===== config.mk =====
export PLATFORM = sky130hd
export DESIGN_NAME = tlv_frame_deframer_checksum
export DESIGN_NICKNAME = d
export VERILOG_FILES = /design/src/hdl/tlvd_pkg.sv /design/src/hdl/tlvd_parse.sv /design/src/hdl/tlvd_oreg.sv /design/src/hdl/tlv_frame_deframer_checksum.sv
export VERILOG_INCLUDE_DIRS = /design/src /design/src/hdl
export SDC_FILE = /design/constraint.sdc
export NUM_CORES = 1
export LEC_CHECK = 0
export BUFFER_PORTS_ARGS = -buffer_cell sky130_fd_sc_hd__buf_4
export CORE_ASPECT_RATIO = 1.4
export CORE_MARGIN = 4
export CORE_UTILIZATION = 50
export CTS_CLUSTER_SIZE = 20
export DETAILED_ROUTE_END_ITERATION = 10
export GPL_TIMING_DRIVEN = 0
export PLACE_DENSITY_LB_ADDON = 0.25
export SLEW_MARGIN = 20
export SYNTH_ARGS = -nofsm -noshare
export SYNTH_HDL_FRONTEND = slang
export SYNTH_SLANG_ARGS = --single-unit

===== constraint.sdc =====
create_clock -name clk -period 8.23 [get_ports clk]
set_input_delay 1.2345 -clock clk [delete_from_list [all_inputs] [get_ports clk]]
set_output_delay 1.2345 -clock clk [all_outputs]
set_load 0.03 [all_outputs]

===== src/hdl/tlv_frame_deframer_checksum_macros.svh =====
// Assertion macros shared by the deframer RTL.
// Depends on nothing; included by files that carry concurrent assertions.
`ifndef TLV_FRAME_DEFRAMER_CHECKSUM_MACROS_SVH
`define TLV_FRAME_DEFRAMER_CHECKSUM_MACROS_SVH

// Same-cycle implication, disabled while reset is asserted.
`define TLVD_ASSERT_NOW(lbl, clk, rst_n, ante, cons, msg) \
  lbl: assert property (@(posedge clk) disable iff (!rst_n) (ante) |-> (cons)) \
    else $error(msg);

// Next-cycle implication, disabled while reset is asserted.
`define TLVD_ASSERT_NEXT(lbl, clk, rst_n, ante, cons, msg) \
  lbl: assert property (@(posedge clk) disable iff (!rst_n) (ante) |=> (cons)) \
    else $error(msg);

`endif


===== src/hdl/tlvd_pkg.sv =====
// Shared types and constants of the TLV frame deframer.
// No dependencies; used by tlvd_parse, tlvd_oreg and the top level.
package tlvd_pkg;

  localparam int unsigned CFG_IDX_W = 1;

  typedef enum logic [CFG_IDX_W-1:0] {
    REG_HEADER_FIRST  = 1'b0,
    REG_HEADER_SECOND = 1'b1
  } cfg_reg_t;

  typedef enum logic [2:0] {
    K_START = 3'd0,
    K_VALUE = 3'd1,
    K_GOOD  = 3'd2,
    K_BAD   = 3'd3,
    K_MALF  = 3'd4
  } kind_t;

  typedef struct packed {
    kind_t       kind;
    logic [7:0]  frame_type;
    logic [15:0] device_addr;
    logic [7:0]  frame_code;
    logic [15:0] param_length;
    logic [3:0]  tlv_index;
    logic [7:0]  tlv_type;
    logic [7:0]  tlv_length;
    logic [7:0]  value_index;
    logic [7:0]  value_byte;
  } res_t;

endpackage


===== src/hdl/tlvd_parse.sv =====
// Frame parser: header hunt, frame fields, TLV walk, checksum, a byte per valid cycle.
// Depends on tlvd_pkg.
module tlvd_parse #(
  parameter int unsigned MAX_TLVS = 16
) (
  input  logic                       clk,
  input  logic                       rst_n,
  input  logic                       cfg_we,
  input  logic [tlvd_pkg::CFG_IDX_W-1:0] cfg_index,
  input  logic [7:0]                 cfg_data,
  input  logic                       byte_vld,
  input  logic [7:0]                 byte_in,
  output logic                       res_vld,
  output tlvd_pkg::res_t             res
);
  import tlvd_pkg::*;

  localparam int unsigned CNT_W = $clog2(MAX_TLVS + 1);

  typedef enum logic [3:0] {
    PH_HUNT1   = 4'd0,
    PH_HUNT2   = 4'd1,
    PH_TYPE    = 4'd2,
    PH_ADDR_HI = 4'd3,
    PH_ADDR_LO = 4'd4,
    PH_CODE    = 4'd5,
    PH_LEN_HI  = 4'd6,
    PH_LEN_LO  = 4'd7,
    PH_TLV_T   = 4'd8,
    PH_TLV_L   = 4'd9,
    PH_VALUE   = 4'd10,
    PH_SKIP    = 4'd11,
    PH_CHECK   = 4'd12
  } phase_t;

  phase_t      phase_r, phase_nxt;
  logic [7:0]  hdr_first_r, hdr_second_r;
  logic [7:0]  sum_r, sum_nxt, sum_add;
  logic [7:0]  ftype_r, ftype_nxt;
  logic [15:0] addr_r, addr_nxt;
  logic [7:0]  code_r, code_nxt;
  logic [15:0] plen_r, plen_nxt;
  logic [15:0] rem_r, rem_nxt, rem_dec;
  logic [7:0]  ttype_r, ttype_nxt;
  logic [7:0]  tlen_r, tlen_nxt;
  logic [7:0]  vpos_r, vpos_nxt, vpos_inc;
  logic [CNT_W-1:0] cnt_r, cnt_nxt, cnt_done;
  logic [CNT_W+3:0] cnt_ext;
  logic        cnt_lt;
  logic        malf_r, malf_nxt;
  logic        emit;
  kind_t       emit_kind;
  logic        emit_tlv;
  logic [7:0]  emit_vidx, emit_vbyte;

  assign sum_add  = sum_r + byte_in;
  assign rem_dec  = rem_r - 16'd1;
  assign vpos_inc = vpos_r + 8'd1;
  assign cnt_lt   = (cnt_r < CNT_W'(MAX_TLVS));
  assign cnt_done = cnt_lt ? cnt_r + CNT_W'(1) : cnt_r;
  assign cnt_ext  = {4'b0000, cnt_r};

  always_comb begin
    phase_nxt  = phase_r;
    sum_nxt    = sum_r;
    ftype_nxt  = ftype_r;
    addr_nxt   = addr_r;
    code_nxt   = code_r;
    plen_nxt   = plen_r;
    rem_nxt    = rem_r;
    ttype_nxt  = ttype_r;
    tlen_nxt   = tlen_r;
    vpos_nxt   = vpos_r;
    cnt_nxt    = cnt_r;
    malf_nxt   = malf_r;
    emit       = 1'b0;
    emit_kind  = K_GOOD;
    emit_tlv   = 1'b0;
    emit_vidx  = 8'd0;
    emit_vbyte = 8'd0;

    unique case (phase_r)
      PH_HUNT2: begin
        if (byte_in == hdr_second_r) begin
          sum_nxt   = sum_add;
          phase_nxt = PH_TYPE;
        end else if (byte_in == hdr_first_r) begin
          sum_nxt = byte_in;
        end else begin
          phase_nxt = PH_HUNT1;
        end
      end
      PH_TYPE: begin
        sum_nxt   = sum_add;
        ftype_nxt = byte_in;
        phase_nxt = PH_ADDR_HI;
      end
      PH_ADDR_HI: begin
        sum_nxt   = sum_add;
        addr_nxt  = {byte_in, 8'd0};
        phase_nxt = PH_ADDR_LO;
      end
      PH_ADDR_LO: begin
        sum_nxt   = sum_add;
        addr_nxt  = {addr_r[15:8], byte_in};
        phase_nxt = PH_CODE;
      end
      PH_CODE: begin
        sum_nxt   = sum_add;
        code_nxt  = byte_in;
        phase_nxt = PH_LEN_HI;
      end
      PH_LEN_HI: begin
        sum_nxt   = sum_add;
        plen_nxt  = {byte_in, 8'd0};
        phase_nxt = PH_LEN_LO;
      end
      PH_LEN_LO: begin
        sum_nxt   = sum_add;
        plen_nxt  = {plen_r[15:8], byte_in};
        rem_nxt   = {plen_r[15:8], byte_in};
        cnt_nxt   = '0;
        malf_nxt  = 1'b0;
        ttype_nxt = 8'd0;
        tlen_nxt  = 8'd0;
        vpos_nxt  = 8'd0;
        phase_nxt = ({plen_r[15:8], byte_in} != 16'd0) ? PH_TLV_T : PH_CHECK;
      end
      PH_TLV_T: begin
        sum_nxt   = sum_add;
        ttype_nxt = byte_in;
        tlen_nxt  = 8'd0;
        vpos_nxt  = 8'd0;
        rem_nxt   = rem_dec;
        if (rem_dec == 16'd0) begin
          malf_nxt  = 1'b1;
          phase_nxt = PH_CHECK;
        end else begin
          phase_nxt = PH_TLV_L;
        end
      end
      PH_TLV_L: begin
        sum_nxt  = sum_add;
        tlen_nxt = byte_in;
        rem_nxt  = rem_dec;
        if ({8'd0, byte_in} > rem_dec) begin
          // Value would overrun the parameter area: swallow the rest silently.
          malf_nxt  = 1'b1;
          phase_nxt = (rem_dec != 16'd0) ? PH_SKIP : PH_CHECK;
        end else begin
          emit      = cnt_lt;
          emit_kind = K_START;
          emit_tlv  = 1'b1;
          vpos_nxt  = 8'd0;
          if (byte_in == 8'd0) begin
            cnt_nxt   = cnt_done;
            phase_nxt = (rem_dec != 16'd0) ? PH_TLV_T : PH_CHECK;
          end else begin
            phase_nxt = PH_VALUE;
          end
        end
      end
      PH_VALUE: begin
        sum_nxt    = sum_add;
        emit       = cnt_lt;
        emit_kind  = K_VALUE;
        emit_tlv   = 1'b1;
        emit_vidx  = vpos_r;
        emit_vbyte = byte_in;
        vpos_nxt   = vpos_inc;
        rem_nxt    = rem_dec;
        if (vpos_inc >= tlen_r || rem_dec == 16'd0) begin
          cnt_nxt   = cnt_done;
          phase_nxt = (rem_dec != 16'd0) ? PH_TLV_T : PH_CHECK;
        end
      end
      PH_SKIP: begin
        sum_nxt = sum_add;
        rem_nxt = rem_dec;
        if (rem_dec == 16'd0) begin
          phase_nxt = PH_CHECK;
        end
      end
      PH_CHECK: begin
        sum_nxt = sum_add;
        emit    = 1'b1;
        if (sum_add != 8'd0) begin
          emit_kind = K_BAD;
        end else if (malf_r) begin
          emit_kind = K_MALF;
        end else begin
          emit_kind = K_GOOD;
        end
        phase_nxt = PH_HUNT1;
      end
      default: begin
        if (byte_in == hdr_first_r) begin
          sum_nxt   = byte_in;
          phase_nxt = PH_HUNT2;
        end else begin
          phase_nxt = PH_HUNT1;
        end
      end
    endcase
  end

  always_comb begin
    res_vld          = byte_vld && emit;
    res.kind         = emit_kind;
    res.frame_type   = ftype_r;
    res.device_addr  = addr_r;
    res.frame_code   = code_r;
    res.param_length = plen_r;
    res.tlv_index    = emit_tlv ? cnt_ext[3:0] : 4'd0;
    res.tlv_type     = emit_tlv ? ttype_r : 8'd0;
    res.tlv_length   = emit_tlv ? tlen_nxt : 8'd0;
    res.value_index  = emit_vidx;
    res.value_byte   = emit_vbyte;
  end

  always_ff @(posedge clk) begin
    if (!rst_n) begin
      hdr_first_r  <= 8'd0;
      hdr_second_r <= 8'd0;
    end else if (cfg_we) begin
      unique case (cfg_reg_t'(cfg_index))
        REG_HEADER_FIRST:  hdr_first_r  <= cfg_data;
        REG_HEADER_SECOND: hdr_second_r <= cfg_data;
        default: ;
      endcase
    end
  end

  always_ff @(posedge clk) begin
    if (!rst_n) begin
      phase_r <= PH_HUNT1;
      sum_r   <= 8'd0;
      ftype_r <= 8'd0;
      addr_r  <= 16'd0;
      code_r  <= 8'd0;
      plen_r  <= 16'd0;
      rem_r   <= 16'd0;
      ttype_r <= 8'd0;
      tlen_r  <= 8'd0;
      vpos_r  <= 8'd0;
      cnt_r   <= '0;
      malf_r  <= 1'b0;
    end else if (byte_vld) begin
      phase_r <= phase_nxt;
      sum_r   <= sum_nxt;
      ftype_r <= ftype_nxt;
      addr_r  <= addr_nxt;
      code_r  <= code_nxt;
      plen_r  <= plen_nxt;
      rem_r   <= rem_nxt;
      ttype_r <= ttype_nxt;
      tlen_r  <= tlen_nxt;
      vpos_r  <= vpos_nxt;
      cnt_r   <= cnt_nxt;
      malf_r  <= malf_nxt;
    end
  end

endmodule


===== src/hdl/tlvd_oreg.sv =====
// Two-entry result stage: output register plus skid register.
// Depends on tlvd_pkg and tlv_frame_deframer_checksum_macros.svh.
`include "tlv_frame_deframer_checksum_macros.svh"

module tlvd_oreg (
  input  logic           clk,
  input  logic           rst_n,
  input  logic           push,
  input  tlvd_pkg::res_t push_data,
  output logic           full,
  input  logic           out_stall,
  output logic           out_valid,
  output tlvd_pkg::res_t out_data
);
  import tlvd_pkg::*;

  logic head_vld_r, head_vld_nxt;
  logic skid_vld_r, skid_vld_nxt;
  res_t head_r, head_nxt;
  res_t skid_r, skid_nxt;
  logic pop;

  assign pop       = head_vld_r && !out_stall;
  assign full      = skid_vld_r;
  assign out_valid = head_vld_r;
  assign out_data  = head_r;

  always_comb begin
    head_vld_nxt = head_vld_r;
    skid_vld_nxt = skid_vld_r;
    head_nxt     = head_r;
    skid_nxt     = skid_r;
    if (!head_vld_r || pop) begin
      if (skid_vld_r) begin
        // Advance the skid word, refill skid from the new result.
        head_nxt     = skid_r;
        head_vld_nxt = 1'b1;
        skid_nxt     = push_data;
        skid_vld_nxt = push;
      end else begin
        head_nxt     = push_data;
        head_vld_nxt = push;
      end
    end else if (push) begin
      skid_nxt     = push_data;
      skid_vld_nxt = 1'b1;
    end
  end

  always_ff @(posedge clk) begin
    if (!rst_n) begin
      head_vld_r <= 1'b0;
      skid_vld_r <= 1'b0;
    end else begin
      head_vld_r <= head_vld_nxt;
      skid_vld_r <= skid_vld_nxt;
    end
    head_r <= head_nxt;
    skid_r <= skid_nxt;
  end

  `TLVD_ASSERT_NOW(a_skid_needs_head, clk, rst_n, skid_vld_r, head_vld_r, "skid full, head empty")
  `TLVD_ASSERT_NOW(a_no_push_when_full, clk, rst_n, skid_vld_r, !push, "result pushed while full")
  `TLVD_ASSERT_NEXT(a_skid_drains, clk, rst_n, skid_vld_r && pop, head_vld_r, "skid word lost")

endmodule


===== src/hdl/tlv_frame_deframer_checksum.sv =====
// Top level of the TLV frame deframer with two's complement checksum.
// Depends on tlvd_pkg, tlvd_parse and tlvd_oreg.

// Deframer for a byte stream of TLV frames. Each accepted byte is handled in
// the cycle it is accepted, so the block takes one byte per clock when not
// stalled, a rate set by the parser state machine with its 8-bit checksum
// accumulator; a result word (TLV start, value byte, or final frame status)
// is registered in the output register, or the skid register while held.
// A two-entry output stage (output register and skid register) decouples
// the sides: input is stalled only while both entries hold words that the
// receiver has not yet taken. Bytes before the two configured header bytes
// are dropped. The frame is type, 16-bit address (high byte first), code,
// 16-bit parameter length (high byte first), the parameter area walked as
// type/length/value entries, and one checksum byte; all frame bytes,
// checksum included, must sum to zero mod 256. Status reports checksum bad
// first, then malformed TLV, else frame good. TLVs past MAX_TLVS are
// consumed without reports. Write the header registers only while idle.
module tlv_frame_deframer_checksum #(
  parameter int unsigned MAX_TLVS = 16
) (
  input  logic                           clk,
  input  logic                           rst_n,
  // configuration write channel
  input  logic                           cfg_valid,
  output logic                           cfg_ready,
  input  logic [tlvd_pkg::CFG_IDX_W-1:0] cfg_index,
  input  logic [7:0]                     cfg_data,
  // received byte channel
  input  logic                           in_valid,
  output logic                           in_stall,
  input  logic [7:0]                     in_byte_in,
  // result channel
  output logic                           out_valid,
  input  logic                           out_stall,
  output logic [2:0]                     out_kind,
  output logic [7:0]                     out_frame_type,
  output logic [15:0]                    out_device_addr,
  output logic [7:0]                     out_frame_code,
  output logic [15:0]                    out_param_length,
  output logic [3:0]                     out_tlv_index,
  output logic [7:0]                     out_tlv_type,
  output logic [7:0]                     out_tlv_length,
  output logic [7:0]                     out_value_index,
  output logic [7:0]                     out_value_byte
);
  import tlvd_pkg::*;

  logic in_acc;
  logic cfg_we;
  logic res_vld;
  logic full;
  res_t res;
  res_t out_word;

  // Registers are always writable.
  assign cfg_ready = 1'b1;
  assign cfg_we    = cfg_valid && cfg_ready;

  // Hold input while the result stage has no free entry.
  assign in_stall = full;
  assign in_acc   = in_valid && !in_stall;

  tlvd_parse #(
    .MAX_TLVS(MAX_TLVS)
  ) u_parse (
    .clk      (clk),
    .rst_n    (rst_n),
    .cfg_we   (cfg_we),
    .cfg_index(cfg_index),
    .cfg_data (cfg_data),
    .byte_vld (in_acc),
    .byte_in  (in_byte_in),
    .res_vld  (res_vld),
    .res      (res)
  );

  tlvd_oreg u_oreg (
    .clk      (clk),
    .rst_n    (rst_n),
    .push     (res_vld),
    .push_data(res),
    .full     (full),
    .out_stall(out_stall),
    .out_valid(out_valid),
    .out_data (out_word)
  );

  assign out_kind         = out_word.kind;
  assign out_frame_type   = out_word.frame_type;
  assign out_device_addr  = out_word.device_addr;
  assign out_frame_code   = out_word.frame_code;
  assign out_param_length = out_word.param_length;
  assign out_tlv_index    = out_word.tlv_index;
  assign out_tlv_type     = out_word.tlv_type;
  assign out_tlv_length   = out_word.tlv_length;
  assign out_value_index  = out_word.value_index;
  assign out_value_byte   = out_word.value_byte;

endmodule

==> results of run 1 <==
==> where the power goes <==
| group | switching [mW] | internal [mW] | leakage [nW] |
|---|---|---|---|
| Clock | 0.558 | 0.719 | 0.440 |
| Combinational | 0.111 | 0.0565 | 2.70 |
| Sequential | 0.0108 | 1.58 | 3.00 |
| Total | 0.680 | 2.35 | 6.13 |
==> area by class of cell <==
cell class,instances,share of cell area [%]
inverters,21,0.5097
clock inverters,12,0.7362
repair buffers,112,6.084
multi-input cells,784,33.09
plain buffers,75,1.909
flip-flops and latches,298,49.83
clock buffers,40,5.218
well taps,324,2.621
==> worst min path at each step <==
stage | to | slack (ps) | cells past startpoint
2_1_floorplan | u_oreg.skid_r[53] | 430 | 0
3_5_place_dp | u_oreg.skid_r[83] | 450 | 0
5_1_grt | u_oreg.skid_r[36] | 480 | 0
6_report | u_oreg.skid_r[81] | 460 | 0
4_1_cts | u_oreg.skid_r[83] | 460 | 0
3_3_place_gp | u_oreg.skid_r[81] | 440 | 0
==> per-layer routing <==
metal  GRT usage, %  vias up  part of all wire, %
li1               -     4593                    -
met1          27.71     4697                   41
met2          40.04      318                   50
met3          3.229       60                  5.5
met4          7.920        0                  3.2
met5              0        -                    0
==> cells in the final DEF, fill, tap and decap left out, drive strengths merged, types with 14 or more instances in the layout <==
cell / n
a21oi: 83
a22oi: 29
and3: 16
buf: 126
clkbuf: 101
dfxtp: 124
edfxtp: 174
ha: 27
inv: 20
mux2: 65
mux2i: 28
nand2: 120
nand3: 43
nor2: 106
nor2b: 26
nor3: 24
o21ai: 49
o31ai: 14
xnor2: 16
xor2: 14
==> logic make-up (layout without fill, tap and decap cells) <==
group,Yosys count,in the layout
and+or+nand+nor,387,387
AOI/OAI and AO/OA,245,245
other,1,1
DFF,298,298
buffers and inverters,96,260
muxes,93,93
xor gates and xnor gates,30,30
adders and majority gates,28,28
==> state kept, by name, summed over array words and instances (netlist names), 16 cells and up <==
| register | count |
|---|---|
| u_parse.rem_r | 16 |
| u_oreg.out_data | 87 |
| u_oreg.skid_r | 87 |
| u_parse.plen_r | 16 |
| u_parse.addr_r | 16 |
==> results.ini, run 1 <==
[status]
status=finished clean

[final_layout]
finalNetCount=1370
finalInstanceArea_sq_mm=0.01547
final_cells=1666
multi_input_area_sq_mm=0.005117
layout-drive-gt1-share_pct=19.15
syn_to_final_growth_pct=17.41
final_core_util_pct=59.46
seq_area_sq_mm=0.007707
fillCellCount=2181
n_antenna_cell=0

[synthesis]
synth_seq_cells=298
synthAdderAreaFrac_pct=2.717
synthArstFlopShare_pct=0
synthCells=1178
synth_area_leader_cell=edfxtp_1
synthTopCellsByArea=edfxtp_1 40%, dfxtp_1 19%, mux2_2 5.6%, nand2_1 3.4%, a21oi_1 3.0%
synthesis.area_sq_mm=0.01317
synth-xor-area-share_pct=1.995
yosysMostFrequentCell=edfxtp_1
syn_nets=1228
yosysWarnings=0
synth_cell_types=76
synth_top_family_by_area=simple AND/OR/NAND/NOR gates
synth_flop_cell=edfxtp_1
synth_top_area_share_pct=39.67
synthMuxAreaShare_pct=7.684
ys_seq_area_share_pct=58.51
synthSimpleGateAreaFrac_pct=13.86
synth-edff-count=174
synth_common_cells=174 x edfxtp_1, 124 x dfxtp_1, 120 x nand2_1
postSynthAreaPerCell_sq_um=11.18
synth_compound_area_share_pct=12.37

[placed_design]
io_buffers=107
pre_cts_ws_ps=3231
place_congestion=0.9343
dp.cells=1614
postPlaceCellArea_sq_mm=0.01454
dp_hpwl_mm=23.41

[detailed_routing]
dr.pass1.iters=7
via_count=9668
drc_errors=0
wl_per_cell_um=19.95
finalWirelength_mm=33.24
postRouteAntennaNets=0
drt_iter0_markers=780
via_per_inst=5.803

[worst_setup_path]
critPathLaunch=in_byte_in[0]
endpoint=u_oreg.skid_r[5]
r2r_slack_ps=4000
reg2reg_depth=14
required_ps=8530
cp_max_fo=24
slowest_delay_ps=650
arrival_ps=4850
critPathTopFamily=buffers and inverters
end_kind=register
path_class=in2reg
path_depth=13
cp_cell_sequence=buf_4 > clkbuf_1 > inv_1 > ha_1 > nor2b_1 > o21ai_0 > a21boi_0 > o31a_1 > nand2_1 > a31oi_1 > o22ai_4 > buf_16 > buf_16
reg2reg_from=u_parse.rem_r[0]
worst-path-buf-inv=5
cpMaxStageDelayCell=clkbuf_1
cp_common_cell=buf_16
worstSetupStartpointType=input pin
worstReg2RegEnd=u_oreg.skid_r[5]

[clock_tree]
clock_latency_ps=550
post_cts_buffers=0
cts_tree=done
cts-root-buf=clkbuf_16
cts_buffers=28
post_cts_resized=0
clk_path_buf_depth=3
htreeDepth=1
ctsHoldBuffers=0
cts_sinks=298
clkTransAtPathRegs_ps=70

[timing]
hold_viol=0
slew-limit-headroom_pct=29.27
skew_ps=13.45
setup_ws_ps=3682
whs_ps=460.1
setup_violations=0
fmax_ghz=0.2199
setup_tns_ps=0
rsz0062_at_grt=no
period_needed_ps=4548
post-route-period-util_pct=55.26
slew_viol_final=0
tightest_slew_ps=1061

[floorplan]
rows=70
die_x_um=145.2
dieArea_sq_mm=0.02904
io_pins=112
initial_core_util_pct=50.64
die_h_um=200.1
core_sq_mm=0.02601

[global_routing]
grt_max_degree=53
gr-total-overflow=0
grt_pass1_wl_mm=51.81
antenna_found_initial=0
grt_pass1_vias=9449
grtUsageTotal_pct=22.26

[job]
cap_viol_max_count=0

[worst_hold_path]
holdCritStartpoint=u_parse.ftype_r[5]
min_path_type=reg2reg

[power]
p_leak_nw=6.133
p_total_mw=3.032
powerDensity_mw_per_mm2=196.0
vdd_drop_max_uv=151.6

No activity file was read; power rests on OpenSTA's default activity.
==> run 2, diff against run 1 <==
==> constraint.sdc (replaced) <==
create_clock -name clk -period 4.3 [get_ports clk]
set_input_delay 0.645 -clock clk [delete_from_list [all_inputs] [get_ports clk]]
set_output_delay 0.645 -clock clk [all_outputs]
set_load 0.03 [all_outputs]
==> run 2 against run 1 <==
  * First-iteration DRC count decreased by 3.1%
  * Non-clock buffer count unchanged
  * Critical path type is now reg2reg
  * Highest routed layer unchanged
  * Sequential power increased by 91%
  * Design area increased by 0.46%
  * Die area unchanged
  * Clock power increased by 97%
  * Final cell count unchanged
  * Register-to-register slack got worse by 3800 ps
==> results.ini, run 2 (same netlist as run 1, synthesis figures left out) <==
[timing]
tightest_slew_ps=1060
hold_viol=0
fmax_ghz=0.2463
setup_tns_ps=0
rsz0062_at_grt=no
period_needed_ps=4060
post-route-period-util_pct=94.41
skew_ps=10.80
slew-limit-headroom_pct=29.35
setup_violations=0
slew_viol_final=0

[clock_tree]
clock_latency_ps=550
cts-root-buf=clkbuf_16
cts_sinks=298
clk_path_buf_depth=3
clkTransAtPathRegs_ps=70
ctsHoldBuffers=0
htreeDepth=1
cts_buffers=28
post_cts_resized=0
cts_tree=done
post_cts_buffers=0

[final_layout]
finalNetCount=1370
n_antenna_cell=0
fillCellCount=2161
layout-drive-gt1-share_pct=20.04
final_cell_mix=174 x edfxtp_1, 122 x dfxtp_1, 118 x nand2_1
finalInstanceArea_sq_mm=0.01554
syn_to_final_growth_pct=17.95
final_common_cell=edfxtp_1

[worst_hold_path]
min_path_type=in2reg
holdCritStartpoint=cfg_data[1]

[worst_setup_path]
worstSetupStartpointType=register
slowest_delay_ps=560
critPathLaunch=u_parse.rem_r[4]
cp_cell_sequence=buf_2 > nor4_1 > nand2_1 > and2_1 > ha_1 > and4_1 > a21boi_0 > o31a_1 > nand2_2 > a31oi_4 > o22ai_4 > buf_16 > buf_16
arrival_ps=4310
cp_common_cell=buf_16
cpMaxStageDelayCell=o22ai_4
path_class=reg2reg
r2r_slack_ps=240
reg2reg_from=u_parse.rem_r[4]
worst-path-buf-inv=3
required_ps=4550
end_kind=register
cp_max_fo=24
critPathTopFamily=simple AND/OR/NAND/NOR gates

[status]
status=finished clean

[global_routing]
grt_max_degree=47
grtUsageTotal_pct=22.47
antenna_found_initial=0
gr-total-overflow=0
grt_pass1_vias=9562
grt_pass1_wl_mm=52.70

[floorplan]
die_h_um=200.1
core_sq_mm=0.02601
die_x_um=145.2
dieArea_sq_mm=0.02904
io_pins=112
initial_core_util_pct=50.64
rows=70

[power]
vdd_drop_max_uv=314.4
p_leak_nw=6.177
powerDensity_mw_per_mm2=377.9

[detailed_routing]
via_per_inst=5.808
via_count=9676
dr.pass1.iters=5
finalWirelength_mm=32.99
wl_per_cell_um=19.80
drt_iter0_markers=756
postRouteAntennaNets=0
drc_errors=0

[placed_design]
place_congestion=0.9529
io_buffers=107
dp_hpwl_mm=23.26
postPlaceCellArea_sq_mm=0.01458

[job]
cap_viol_max_count=0

-- run 2: changes by cell type in the layout (fill, tap and decap cells not counted), sizes merged --
cell,previous run,this run
clkinvlp,4,1
clkinv,8,10
bufinv,1,2
clkbuf,101,100
inv,20,21
-- run 2: path summary, 6_finish.rpt --
| check | end | cells past startpoint |
|---|---|---|
| hold / removal | u_parse.hdr_first_r[1] | 3 |
| setup / recovery | u_oreg.skid_r[3] | 13 |
| hold reg to reg | u_oreg.skid_r[57] | 0 |
| setup reg to reg | u_oreg.skid_r[3] | 13 |
-- run 2: stage by stage --
| step | hold WS, ps | worst slack, ps | utilization (%) | cells | power [mW] |
|---|---|---|---|---|---|
| detailed placement | 445.4 | 134.8 | 56.07 | 1614 | 3.413 |
| global placement | 437.7 | -1072 | 55.55 | 1609 | 3.409 |
| global route | 362.5 | 2.579 | 59.73 | 1666 | 6.063 |
| CTS | 342.2 | 272.8 | 59.71 | 1666 | 5.914 |
| floorplan | 426.0 | -1.402 | - | 1178 | 3.299 |
| finish | 356.6 | 240.3 | 59.73 | 1666 | 5.872 |
-- run 2: final cells by class --
type | instances | area, sq um | area share (%)
inverter | 21 | 78.83 | 0.5073
tap | 324 | 405.4 | 2.609
clock inverter | 13 | 125.1 | 0.8053
clock buffer | 39 | 823.3 | 5.299
sequential | 298 | 7710 | 49.62
buffer | 75 | 295.3 | 1.900
multi-input combinational | 784 | 5166 | 33.25
timing repair buffer | 112 | 933.4 | 6.007
-- run 2: worst min-delay path, cell delays in order --
cell and delay [ps]:
buf_4 90, mux2i_1 60, nor2_1 70
-- run 2: metal layers --
metal,wire length [um],global-route usage (%),up-vias,share of wire (%)
li1,-,-,4605,-
met1,13510,28.03,4666,41
met2,16250,39.68,308,49
met3,1840,3.252,97,5.6
met4,1385,9.328,0,4.2
met5,0,0,-,0
-- run 2: power breakdown --
group          total, mW  leakage (nW)  switching (mW)  internal [mW]
Clock               2.52         0.470            1.06           1.46
Combinational      0.320          2.71           0.211          0.109
Sequential          3.04          3.00          0.0199           3.02
==> run 3, diff against run 2 <==
--- a/config.mk
+++ b/config.mk
@@ -17,4 +17,5 @@
 export SLEW_MARGIN = 20
 export SYNTH_ARGS = -nofsm -noshare
 export SYNTH_HDL_FRONTEND = slang
+export SYNTH_HIERARCHICAL = 1
 export SYNTH_SLANG_ARGS = --single-unit
==> run 3 against run 2 <==
  * Sequential power down 1%
  * Worst hold slack worse by 8.9 ps
  * Clock power up 2%
  * Clock skew up 10 ps
  * Via count up 1.1%
  * Fmax up 0.35%
  * Total power down 2.2%
  * Combinational power down 48%
  * Highest routed layer unchanged
  * Synthesized cell count down 0.59%
  * Global-route usage down 0.83 points
  * Routed wire length up 2.7%
  * Critical path depth up 2
==> results.ini, run 3 <==
[status]
status=finished clean

[timing]
setup_violations=0
slew-limit-headroom_pct=21.98
tightest_slew_ps=1161
post-route-period-util_pct=94.08
skew_ps=20.93
rsz0062_at_grt=no
hold_viol=0
period_needed_ps=4045
whs_ps=347.7
slew_viol_final=0
fmax_ghz=0.2472

[synthesis]
synthArstFlopShare_pct=0
synth_top_area_share_pct=37.92
syn_nets=1221
synth_area_leader_cell=edfxtp_1
synthCells=1171
ys_seq_area_share_pct=55.93
yosysMostFrequentCell=edfxtp_1
synth_flop_cell=edfxtp_1
synth_common_cells=174 x edfxtp_1, 124 x dfxtp_1, 116 x nor2_1
synth_cell_types=68
synth_seq_cells=298
synth-edff-count=174
yosysWarnings=6
synthTopCellsByArea=edfxtp_1 38%, dfxtp_1 18%, mux2_4 9.5%, nor2_1 3.2%, a21oi_1 2.5%
synthesis.area_sq_mm=0.01378
postSynthAreaPerCell_sq_um=11.77

[placed_design]
place_congestion=0.9294
dp_hpwl_mm=23.51
io_buffers=110

[worst_setup_path]
path_class=reg2reg
arrival_ps=4290
critPathLaunch=u_parse/rem_r[2]
worstSetupStartpointType=register
required_ps=4550
reg2reg_from=u_parse/rem_r[2]
reg2reg_depth=15
end_kind=register
cp_max_fo=27
worstReg2RegEnd=u_oreg/skid_r[19]
r2r_slack_ps=250

[global_routing]
grt_max_degree=62
grt_pass1_vias=9724
antenna_found_initial=0
grt_pass1_wl_mm=51.98
grtUsageTotal_pct=21.64
gr-total-overflow=0

[final_layout]
finalNetCount=1366
final_cell_mix=174 x edfxtp_1, 124 x dfxtp_1, 115 x nor2_1
n_antenna_cell=0
syn_to_final_growth_pct=17.59
seq_area_sq_mm=0.007707
final_common_cell=edfxtp_1
fillCellCount=2271
layout-drive-gt1-share_pct=21.90
multi_input_area_sq_mm=0.005622

[detailed_routing]
drc_errors=0
postRouteAntennaNets=0
drt_iter0_markers=657
wl_per_cell_um=19.90
via_per_inst=5.745
via_count=9783
dr.pass1.iters=5
finalWirelength_mm=33.89

[floorplan]
rows=71
die_x_um=148.3
core_sq_mm=0.02701
io_pins=112
initial_core_util_pct=51.02
dieArea_sq_mm=0.03032
die_h_um=204.4

[clock_tree]
cts_sinks=298
cts_buffers=28
cts-root-buf=clkbuf_16
post_cts_buffers=0
clk_path_buf_depth=3
clkTransAtPathRegs_ps=70
clock_latency_ps=560
cts_tree=done
ctsHoldBuffers=0
htreeDepth=1

[worst_hold_path]
whs_path_depth=3
holdCritStartpoint=cfg_data[3]
hold_end=u_parse/hdr_first_r[3]
min_path_type=in2reg

[power]
vdd_drop_max_uv=270.2
powerDensity_mw_per_mm2=354.5
p_total_mw=5.744
p_leak_nw=6.379

[job]
cap_viol_max_count=0

-- run 3: cell types whose count changed after synthesis, sizes merged, moves of 13 or more --
cell,change
nand2,-32
nand3,-14
a21oi,-13
mux2,+23
nor2b,-21
and2,+15
-- run 3: worst max-delay path by stage --
stage                              endpoint  cells after the start  slack [ps]
after CTS                 u_oreg/skid_r[14]                     16          40
final                     u_oreg/skid_r[19]                     15         250
after detailed placement  u_oreg/skid_r[84]                     16        -140
after global placement    u_oreg/skid_r[86]                     11       -1020
after global routing      u_oreg/skid_r[24]                     15          10
after floorplan            u_oreg/skid_r[0]                     14          40
-- run 3: final cells by class --
| cell class | count | area share (%) |
|---|---|---|
| Clock buffer | 31 | 4.517 |
| Multi-Input combinational cell | 778 | 34.70 |
| Sequential cell | 298 | 47.57 |
| Clock inverter | 21 | 1.475 |
| Tap cell | 365 | 2.819 |
| Timing Repair Buffer | 114 | 5.637 |
| Buffer | 75 | 2.803 |
| Inverter | 21 | 0.4865 |
-- run 3: per-stage QoR --
step           setup slack [ps]  area, sq um  std cells  util, %  setup TNS [ps]
2_1_floorplan             36.08        13790       1171        -               0
3_3_place_gp              -1016        15070       1646    55.81          -87770
3_5_place_dp             -142.5        15150       1649    56.09           -7370
4_1_cts                   39.13        16140       1701    59.77               0
5_1_grt                   10.44        16200       1703    60.00               0
6_report                  254.6        16200       1703    60.00               0
-- run 3: worst max-delay path, stage by stage, from the launching register on --
cell and delay, ps:
dfxtp_1 310, buf_6 130, or4_1 510, clkbuf_1 200
nor3_2 200, xnor2_2 200, ha_1 320, a21oi_1 130
o21ai_0 90, o21a_1 170, nor2_4 230, o21ai_2 120
a21oi_1 200, o21a_1 290, mux2_8 360, clkbuf_16 260
-- run 3: layer usage --
layer	GRT usage [%]	vias up	wire length, um
li1	-	4625	-
met1	25.25	4685	13010
met2	38.82	384	17250
met3	3.283	89	2120
met4	10.37	0	1514
met5	0	-	0
-- run 3: kinds of logic after synthesis --
family / synth area share (%)
muxes: 11.74
adders and majority gates: 2.597
AOI/OAI and AO/OA: 11.00
DFF: 55.93
buffers and inverters: 3.850
xor gates and xnor gates: 2.034
and+or+nand+nor: 12.82
other: 0.02721
-- run 3: power breakdown --
| part | internal [mW] | switching, mW | total (mW) |
|---|---|---|---|
| logic | 0.0494 | 0.117 | 0.166 |
| registers | 2.99 | 0.00676 | 3.00 |
| clock network | 1.48 | 1.10 | 2.58 |
-- run 3: repair_timing --
item	4_1_cts	5_1_grt
setup endpoints to repair	54	54
gates cloned	0	2
gates resized for setup	3	5
